**config.mk**
```make
export PLATFORM = sky130hd
export DESIGN_NAME = motion_magnitude_filter_flat
export DESIGN_NICKNAME = d
export VERILOG_FILES = /design/src/mmf_pkg.sv /design/src/mmf_if.sv /design/src/mmf_ctrl.sv /design/src/mmf_datapath.sv /design/src/motion_magnitude_filter.sv /design/src/flat_wrapper.sv
export SDC_FILE = /design/constraint.sdc
export NUM_CORES = 2
export LEC_CHECK = 0
export BUFFER_PORTS_ARGS = -buffer_cell sky130_fd_sc_hd__buf_2
export CAP_MARGIN = 0
export CELL_PAD_IN_SITES_DETAIL_PLACEMENT = 2
export CELL_PAD_IN_SITES_GLOBAL_PLACEMENT = 2
export CORE_MARGIN = 1.5
export CORE_UTILIZATION = 40
export DETAILED_ROUTE_END_ITERATION = 8
export GPL_TIMING_DRIVEN = 0
export PLACE_DENSITY_LB_ADDON = 0.1
export SETUP_SLACK_MARGIN = 0.4
export SYNTH_ARGS = -nofsm -noshare
export SYNTH_HDL_FRONTEND = slang
export SYNTH_SLANG_ARGS = --single-unit
export TNS_END_PERCENT = 50
```
**constraint.sdc**
```tcl
create_clock -name clk -period 31.3 [get_ports clk]
set_input_delay 1.565 -clock clk [delete_from_list [all_inputs] [get_ports clk]]
set_output_delay 1.565 -clock clk [all_outputs]
set_load 0.01 [all_outputs]
```
**src/mmf_pkg.sv**
```systemverilog
// shared types, constants and controller/datapath structs for the motion magnitude filter
package mmf_pkg;

  // field widths
  localparam int unsigned SAMPLE_W = 16;
  localparam int unsigned EST_W    = 24;
  localparam int unsigned MG_W     = 12;
  localparam int unsigned AXES     = 3;

  // arithmetic constants
  localparam int unsigned EMA_SHIFT   = 5;       // moving average weight of 1/32
  localparam int unsigned Q_FRAC      = 8;       // gravity estimate fraction bits
  localparam int unsigned SQ_W        = 32;      // one squared residual
  localparam int unsigned ACC_W       = 34;      // sum of three squares
  localparam int unsigned ROOT_W      = 16;
  localparam int unsigned REM_W       = 18;
  localparam int unsigned ROOT_STEPS  = 16;
  localparam int unsigned PROD_W      = 26;
  localparam int unsigned MG_SCALE    = 1000;
  localparam int unsigned MG_ROUND    = 8192;
  localparam int unsigned MG_SHIFT    = 14;

  // controller states
  typedef enum logic [2:0] {
    ST_IDLE,
    ST_EST,
    ST_SQ,
    ST_LOAD,
    ST_ROOT,
    ST_SCALE,
    ST_DONE
  } mmf_state_t;

  // controller to datapath commands
  typedef struct packed {
    logic       load_in;
    logic       est_upd;
    logic       sq_en;
    logic       sq_first;
    logic [1:0] sq_sel;
    logic       root_load;
    logic       root_step;
    logic       scale_en;
    logic       out_load;
  } mmf_cmd_t;

  // datapath to controller status
  typedef struct packed {
    logic root_last;
  } mmf_sts_t;

endpackage

```
**src/mmf_if.sv**
```systemverilog
// valid/ready channel interfaces for samples and results

// sample channel
interface mmf_in_if;
  logic                                valid;
  logic                                ready;
  logic signed [mmf_pkg::SAMPLE_W-1:0] accel_x_raw;
  logic signed [mmf_pkg::SAMPLE_W-1:0] accel_y_raw;
  logic signed [mmf_pkg::SAMPLE_W-1:0] accel_z_raw;

  modport source (output valid, output accel_x_raw, output accel_y_raw,
                  output accel_z_raw, input ready);
  modport sink   (input valid, input accel_x_raw, input accel_y_raw,
                  input accel_z_raw, output ready);
endinterface

// result channel
interface mmf_out_if;
  logic                        valid;
  logic                        ready;
  logic [mmf_pkg::MG_W-1:0]    motion_milli_g;

  modport source (output valid, output motion_milli_g, input ready);
  modport sink   (input valid, input motion_milli_g, output ready);
endinterface

```
**src/mmf_ctrl.sv**
```systemverilog
// sequencing state machine and handshake control
module mmf_ctrl (
  input  logic              clk,
  input  logic              rst_n,
  input  logic              in_valid,
  output logic              in_ready,
  output logic              out_valid,
  input  logic              out_ready,
  input  mmf_pkg::mmf_sts_t sts,
  output mmf_pkg::mmf_cmd_t cmd
);

  mmf_pkg::mmf_state_t state_r, state_nxt;
  logic [1:0]          sq_cnt_r, sq_cnt_nxt;
  logic                out_valid_r, out_valid_nxt;

  // state and handshake registers
  always_ff @(posedge clk) begin
    if (!rst_n) begin
      state_r     <= mmf_pkg::ST_IDLE;
      sq_cnt_r    <= 2'd0;
      out_valid_r <= 1'b0;
    end else begin
      state_r     <= state_nxt;
      sq_cnt_r    <= sq_cnt_nxt;
      out_valid_r <= out_valid_nxt;
    end
  end

  // next state and commands
  always_comb begin
    state_nxt  = state_r;
    sq_cnt_nxt = sq_cnt_r;
    cmd        = '0;
    cmd.sq_sel = sq_cnt_r;
    in_ready   = 1'b0;
    // result beat taken clears the output register
    out_valid_nxt = out_valid_r && !out_ready;

    case (state_r)
      mmf_pkg::ST_IDLE: begin
        in_ready = 1'b1;
        if (in_valid) begin
          cmd.load_in = 1'b1;
          state_nxt   = mmf_pkg::ST_EST;
        end
      end
      mmf_pkg::ST_EST: begin
        cmd.est_upd = 1'b1;
        sq_cnt_nxt  = 2'd0;
        state_nxt   = mmf_pkg::ST_SQ;
      end
      mmf_pkg::ST_SQ: begin
        // one axis squared per cycle through the shared multiplier
        cmd.sq_en    = 1'b1;
        cmd.sq_first = (sq_cnt_r == 2'd0);
        sq_cnt_nxt   = sq_cnt_r + 2'd1;
        if (sq_cnt_r == 2'(mmf_pkg::AXES - 1)) begin
          state_nxt = mmf_pkg::ST_LOAD;
        end
      end
      mmf_pkg::ST_LOAD: begin
        cmd.root_load = 1'b1;
        state_nxt     = mmf_pkg::ST_ROOT;
      end
      mmf_pkg::ST_ROOT: begin
        cmd.root_step = 1'b1;
        if (sts.root_last) begin
          state_nxt = mmf_pkg::ST_SCALE;
        end
      end
      mmf_pkg::ST_SCALE: begin
        cmd.scale_en = 1'b1;
        state_nxt    = mmf_pkg::ST_DONE;
      end
      mmf_pkg::ST_DONE: begin
        // wait for the output register to be free
        if (!out_valid_r || out_ready) begin
          cmd.out_load  = 1'b1;
          out_valid_nxt = 1'b1;
          state_nxt     = mmf_pkg::ST_IDLE;
        end
      end
      default: begin
        state_nxt = mmf_pkg::ST_IDLE;
      end
    endcase
  end

  assign out_valid = out_valid_r;

endmodule

```
**src/mmf_datapath.sv**
```systemverilog
// gravity estimate, residual squares, bit-serial square root and milli-g scaling
module mmf_datapath (
  input  logic                                clk,
  input  logic                                rst_n,
  input  mmf_pkg::mmf_cmd_t                   cmd,
  output mmf_pkg::mmf_sts_t                   sts,
  input  logic signed [mmf_pkg::SAMPLE_W-1:0] accel_x_raw,
  input  logic signed [mmf_pkg::SAMPLE_W-1:0] accel_y_raw,
  input  logic signed [mmf_pkg::SAMPLE_W-1:0] accel_z_raw,
  output logic        [mmf_pkg::MG_W-1:0]     motion_milli_g
);

  localparam int unsigned DIFF_W = mmf_pkg::EST_W + 1;
  localparam int unsigned STEP_W = DIFF_W - mmf_pkg::EMA_SHIFT;
  localparam int unsigned RES_W  = mmf_pkg::SAMPLE_W + 1;

  logic signed [mmf_pkg::SAMPLE_W-1:0] samp_r [mmf_pkg::AXES];
  logic signed [mmf_pkg::EST_W-1:0]    est_r  [mmf_pkg::AXES];
  logic signed [mmf_pkg::EST_W-1:0]    est_nxt[mmf_pkg::AXES];
  logic                                loaded_r;

  logic [mmf_pkg::ACC_W-1:0]  acc_r;
  logic [mmf_pkg::SQ_W-1:0]   rad_r;
  logic [mmf_pkg::REM_W-1:0]  rem_r;
  logic [mmf_pkg::ROOT_W-1:0] root_r;
  logic [3:0]                 step_r;
  logic [mmf_pkg::PROD_W-1:0] prod_r;
  logic [mmf_pkg::MG_W-1:0]   mg_r;

  // sample capture
  always_ff @(posedge clk) begin
    if (cmd.load_in) begin
      samp_r[0] <= accel_x_raw;
      samp_r[1] <= accel_y_raw;
      samp_r[2] <= accel_z_raw;
    end
  end

  // moving average step per axis, difference over 32 truncated toward zero
  for (genvar g = 0; g < mmf_pkg::AXES; g++) begin : g_axis
    logic signed [mmf_pkg::EST_W-1:0] target;
    logic signed [DIFF_W-1:0]         diff;
    logic signed [DIFF_W-1:0]         biased;
    logic signed [STEP_W-1:0]         step;

    always_comb begin
      target = {samp_r[g], {mmf_pkg::Q_FRAC{1'b0}}};
      diff   = DIFF_W'(target) - DIFF_W'(est_r[g]);
      biased = diff[DIFF_W-1] ? diff + DIFF_W'((1 << mmf_pkg::EMA_SHIFT) - 1) : diff;
      step   = biased[DIFF_W-1:mmf_pkg::EMA_SHIFT];
      if (loaded_r) begin
        est_nxt[g] = est_r[g] + mmf_pkg::EST_W'(step);
      end else begin
        est_nxt[g] = target;
      end
    end
  end

  // gravity estimate registers
  always_ff @(posedge clk) begin
    if (!rst_n) begin
      loaded_r <= 1'b0;
      for (int i = 0; i < mmf_pkg::AXES; i++) begin
        est_r[i] <= '0;
      end
    end else if (cmd.est_upd) begin
      loaded_r <= 1'b1;
      for (int i = 0; i < mmf_pkg::AXES; i++) begin
        est_r[i] <= est_nxt[i];
      end
    end
  end

  // residual of the selected axis against the floored gravity term, then squared
  logic signed [mmf_pkg::SAMPLE_W-1:0] samp_sel;
  logic signed [mmf_pkg::SAMPLE_W-1:0] grav_sel;
  logic signed [RES_W-1:0]             resid;
  logic signed [2*RES_W-1:0]           sq_full;
  logic [mmf_pkg::SQ_W-1:0]            sq;

  always_comb begin
    case (cmd.sq_sel)
      2'd0:    begin samp_sel = samp_r[0]; grav_sel = est_r[0][mmf_pkg::EST_W-1:mmf_pkg::Q_FRAC]; end
      2'd1:    begin samp_sel = samp_r[1]; grav_sel = est_r[1][mmf_pkg::EST_W-1:mmf_pkg::Q_FRAC]; end
      default: begin samp_sel = samp_r[2]; grav_sel = est_r[2][mmf_pkg::EST_W-1:mmf_pkg::Q_FRAC]; end
    endcase
    resid   = RES_W'(samp_sel) - RES_W'(grav_sel);
    sq_full = resid * resid;
    sq      = sq_full[mmf_pkg::SQ_W-1:0];
  end

  // sum of squares
  always_ff @(posedge clk) begin
    if (cmd.sq_en) begin
      if (cmd.sq_first) begin
        acc_r <= mmf_pkg::ACC_W'(sq);
      end else begin
        acc_r <= acc_r + mmf_pkg::ACC_W'(sq);
      end
    end
  end

  // square root, one result bit per cycle
  logic [mmf_pkg::SQ_W-1:0]  rad_sat;
  logic [mmf_pkg::REM_W-1:0] rem_sh;
  logic [mmf_pkg::REM_W-1:0] trial;

  always_comb begin
    // sum at or above 2^32 clamps to all ones
    if (acc_r[mmf_pkg::ACC_W-1:mmf_pkg::SQ_W] != '0) begin
      rad_sat = '1;
    end else begin
      rad_sat = acc_r[mmf_pkg::SQ_W-1:0];
    end
    rem_sh = {rem_r[mmf_pkg::REM_W-3:0], rad_r[mmf_pkg::SQ_W-1 -: 2]};
    trial  = {root_r, 2'b01};
  end

  always_ff @(posedge clk) begin
    if (cmd.root_load) begin
      rad_r  <= rad_sat;
      rem_r  <= '0;
      root_r <= '0;
      step_r <= '0;
    end else if (cmd.root_step) begin
      rad_r  <= {rad_r[mmf_pkg::SQ_W-3:0], 2'b00};
      step_r <= step_r + 4'd1;
      if (rem_sh >= trial) begin
        rem_r  <= rem_sh - trial;
        root_r <= {root_r[mmf_pkg::ROOT_W-2:0], 1'b1};
      end else begin
        rem_r  <= rem_sh;
        root_r <= {root_r[mmf_pkg::ROOT_W-2:0], 1'b0};
      end
    end
  end

  assign sts.root_last = (step_r == 4'(mmf_pkg::ROOT_STEPS - 1));

  // scale to milli-g with rounding
  always_ff @(posedge clk) begin
    if (cmd.scale_en) begin
      prod_r <= mmf_pkg::PROD_W'(root_r) * mmf_pkg::PROD_W'(mmf_pkg::MG_SCALE)
                + mmf_pkg::PROD_W'(mmf_pkg::MG_ROUND);
    end
  end

  // output payload register
  always_ff @(posedge clk) begin
    if (cmd.out_load) begin
      mg_r <= prod_r[mmf_pkg::MG_SHIFT +: mmf_pkg::MG_W];
    end
  end

  assign motion_milli_g = mg_r;

endmodule

```
**src/motion_magnitude_filter.sv**
```systemverilog
// top level of the motion magnitude filter
//
// Each sample beat carries one signed three-axis accelerometer reading at
// 16384 counts per g and produces exactly one result beat: the magnitude of
// the acceleration with gravity removed, rounded to milli-g and limited to
// 0..4000. Gravity is tracked per axis by a 1/32 moving average in Q8 that
// is loaded directly by the first sample after reset, so the first result
// is always 0. After a sample is accepted, the controller updates the
// estimate, forms the squares of the three axes one after another through
// one shared multiplier, clamps the sum, runs the bit-serial square root,
// scales to milli-g and loads the output register once it is free. The
// next sample is taken as soon as the result sits in the output register,
// even while that result still waits to be taken.
module motion_magnitude_filter (
  input  logic       clk,
  input  logic       rst_n,
  mmf_in_if.sink     in_ch,
  mmf_out_if.source  out_ch
);

  mmf_pkg::mmf_cmd_t cmd;
  mmf_pkg::mmf_sts_t sts;

  // sequencing
  mmf_ctrl u_ctrl (
    .clk       (clk),
    .rst_n     (rst_n),
    .in_valid  (in_ch.valid),
    .in_ready  (in_ch.ready),
    .out_valid (out_ch.valid),
    .out_ready (out_ch.ready),
    .sts       (sts),
    .cmd       (cmd)
  );

  // arithmetic
  mmf_datapath u_datapath (
    .clk            (clk),
    .rst_n          (rst_n),
    .cmd            (cmd),
    .sts            (sts),
    .accel_x_raw    (in_ch.accel_x_raw),
    .accel_y_raw    (in_ch.accel_y_raw),
    .accel_z_raw    (in_ch.accel_z_raw),
    .motion_milli_g (out_ch.motion_milli_g)
  );

endmodule
```
**src/flat_wrapper.sv**
```systemverilog
// flat-port wrapper written by rule: the top's interface ports become plain ports
module motion_magnitude_filter_flat 
  (clk, rst_n, in_ch_valid, in_ch_accel_x_raw, in_ch_accel_y_raw, in_ch_accel_z_raw, in_ch_ready, out_ch_valid, out_ch_motion_milli_g, out_ch_ready);
  mmf_in_if in_ch_i ();
  mmf_out_if out_ch_i ();
  input  logic clk;
  input  logic rst_n;
  input wire logic [$bits(in_ch_i.valid)-1:0] in_ch_valid;
  input wire logic [$bits(in_ch_i.accel_x_raw)-1:0] in_ch_accel_x_raw;
  input wire logic [$bits(in_ch_i.accel_y_raw)-1:0] in_ch_accel_y_raw;
  input wire logic [$bits(in_ch_i.accel_z_raw)-1:0] in_ch_accel_z_raw;
  output wire logic [$bits(in_ch_i.ready)-1:0] in_ch_ready;
  output wire logic [$bits(out_ch_i.valid)-1:0] out_ch_valid;
  output wire logic [$bits(out_ch_i.motion_milli_g)-1:0] out_ch_motion_milli_g;
  input wire logic [$bits(out_ch_i.ready)-1:0] out_ch_ready;
  assign in_ch_i.valid = in_ch_valid;
  assign in_ch_i.accel_x_raw = in_ch_accel_x_raw;
  assign in_ch_i.accel_y_raw = in_ch_accel_y_raw;
  assign in_ch_i.accel_z_raw = in_ch_accel_z_raw;
  assign in_ch_ready = in_ch_i.ready;
  assign out_ch_valid = out_ch_i.valid;
  assign out_ch_motion_milli_g = out_ch_i.motion_milli_g;
  assign out_ch_i.ready = out_ch_ready;
  motion_magnitude_filter u_core (.clk(clk), .rst_n(rst_n), .in_ch(in_ch_i), .out_ch(out_ch_i));
endmodule
```
==> results.tsv <==
metric	value	unit
GRT Util Overall	26.7	%
Synth Register Bits	253	
cell accounting for the most synthesized area	edfxtp_1	
Longest Clk Path Bufs	3	
Finished Cell Area	35000	um2
clk_skew	0.0394	ns
Setup-failing EPs final	0	
flip-flop and latch area	7170	um2
setup repair bufs after CTS	0	
CP max FO	10	
Placer Congestion	0.888	
die area	82100	um2
CP max stage cell	a2111oi_0	
Critical Path Start	u_core.u_ctrl.sq_cnt_r[0]	
Global Route met2 Usage	49.0	%
Vias	26232	
Final Hold Vio Count	0	
critical path startpoint category	register	
num rows	103	
Ys Warns	0	
fin crit share	44.2	%
reg-to-reg startpoint	u_core.u_ctrl.sq_cnt_r[0]	
clk slew on worst S/H paths	0.06	ns
Commonest cells post-synth	inv_1 (483), nand2_1 (341), ha_1 (321)	
DRT iter0 DRCs	1166	
r2r worst-path depth	46	
top cell family by delay on the critical path	compound AO/OA/AOI/OAI gates	
HP Class	reg -> reg	
vias in the first global route	30171	
Cell Area, Synth	32200	um2
Worst Tran Pin Value	1.29	ns
slowest cell delay on critical path	0.72	ns
count leader, synth	inv_1	
htree depth	2	
synthesized instance count	3523	
largest cells by area after synthesis	edfxtp_1 (20%), fa_1 (20%), ha_1 (12%), inv_1 (5.6%), xnor2_1 (5.1%)	
Final HPWL DP	90500	um
area grow syn2layout	8.88	%
Syn Nets	4210	
Die Ht	287	um
GR Util met1	33.2	%
status	complete, no violations	
initial core utilization	40.6	%
CTS tree	yes	
GR peak layer	met2	
Synth Flop Type	edfxtp_1	
min Tclk post-route	13.83	ns
Seq/Total Area, Yosys	22.3	%
Async SR Flop Fraction	0	%
Worst Path Required	31.57	ns
CP Capture Type	register	
Post-DP Area	33900	um2
Fillers	8635	
Max Slew Vio Count	0	
end point of the critical path	u_core.u_datapath.acc_r[33]	
Root Buffer	clkbuf_16	
Fin Setup TNS	0	ns
Synth Area per Inst	9.13	um2
RSZ-0062 raised after global routing	false	
Clk Latency, worst-skew pair	0.57	ns
DRC viols	0	
clk sinks	253	
Setup Crit Path Kind	reg -> reg	
number of max-cap violations	0	
Avg WL per Cell	23.0	um
Max transition margin	13.9	%
WP buf/inv	9	
fraction of layout cells with a size suffix above 1	4.95	%
arrival time at the worst endpoint	14.10	ns
reg2reg setup slack	17.47	ns
global-route wire length before repair	171000	um
r2r endpoint	u_core.u_datapath.acc_r[33]	
# diodes	0	
num ports	66	
Cell variety after synth	92	
Stages on worst setup path	46	
Multi-input gate area	22900	um2
DRT antenna net count	0	
top-area cell type share of the netlist area	19.6	%
final net count	4315	
Peak Freq	0.0723	GHz
TritonRoute pass-1 iters	5	
GRT met3 Usage	1.80	%
Placeable Area	79300	um2
number of synthesized flops with an enable pin	210	
Via density	5.58	
largest net degree at the start of global routing	62	
post-CTS resize count	0	
initial antenna violation count	1	
Die Wd	287	um
Hold Buf Count CTS	0	
Num CTS Buffers	36	
gr ovfl total	0	
WL final	108000	um
IO buf count	64	
## layout by cell type, fill, tap and decap left out, drive strengths merged, types with 50 or more instances in the layout
master and n:
a21oi 201, clkbuf 119, nor3 69, a21o 65, fa 314, xor2 96
xnor2 186, nor2 265, and2 50, edfxtp 210, o21ai 153, inv 484
nand2 341, ha 321, buf 75
## how the worst min path moves through the flow
stage	startpoint	end	slack (ns)	cells past startpoint
2_1_floorplan	u_core.u_datapath.prod_r[14]	u_core.u_datapath.motion_milli_g[0]	0.40	0
3_3_place_gp	u_core.u_datapath.prod_r[19]	u_core.u_datapath.motion_milli_g[5]	0.40	0
3_5_place_dp	u_core.u_datapath.prod_r[22]	u_core.u_datapath.motion_milli_g[8]	0.41	0
4_1_cts	u_core.u_datapath.prod_r[18]	u_core.u_datapath.motion_milli_g[4]	0.42	0
5_1_grt	u_core.u_datapath.prod_r[19]	u_core.u_datapath.motion_milli_g[5]	0.44	0
6_report	u_core.u_datapath.prod_r[18]	u_core.u_datapath.motion_milli_g[4]	0.42	0
## per-layer routing
metal / wire length, um / up-vias
li1: - / 12249
met1: 47200 / 13493
met2: 55600 / 349
met3: 2200 / 141
met4: 3340 / 0
met5: 0 / -
## stage by stage
| step | hold slack (ns) | setup WS, ns | cells | utilization [%] |
|---|---|---|---|---|
| 5_1_grt | 0.439 | 16.49 | 4703 | 44.2 |
| 4_1_cts | 0.424 | 17.34 | 4703 | 44.2 |
| 3_3_place_gp | 0.402 | 17.73 | 4637 | 42.7 |
| 3_5_place_dp | 0.412 | 17.40 | 4640 | 42.8 |
| 6_report | 0.416 | 17.47 | 4703 | 44.2 |
| 2_1_floorplan | 0.400 | 20.40 | 3523 | - |
## registers in the layout, indices dropped and copies added (netlist names), 4 cells and up
signal and count:
u_core.u_datapath.step_r 4, u_core.u_datapath.root_r 16, u_core.u_datapath.motion_milli_g 12, u_core.u_datapath.rem_r 16, u_core.u_datapath.samp_r 48, u_core.u_datapath.rad_r 32
u_core.u_datapath.acc_r 34, u_core.u_datapath.est_r 72, u_core.u_datapath.prod_r 12
## area by class of cell
class | instances | share of cell area, %
multi-input combinational | 2700 | 65.3
tap | 1050 | 3.75
timing repair buffer | 67 | 1.11
inverter | 488 | 5.23
sequential | 253 | 20.5
clock buffer | 45 | 2.76
clock inverter | 18 | 0.486
buffer | 82 | 0.911
## kinds of logic (layout without fill, tap and decap cells)
group	count (synthesis)	after routing	synth area share (%)
adder cells (fa/ha/maj)	636	636	32.1
multiplexers	53	53	1.67
AO/OA/AOI/OAI	705	705	14.2
flip-flops	253	253	22.3
buffers and inverters	570	700	6.68
XOR/XNOR	283	283	7.75
AND/OR/NAND/NOR	1023	1023	15.3
Power is left out: the tool's default activity adds up to more than one toggle a clock period on the data nets, which glitch-free logic cannot reach.
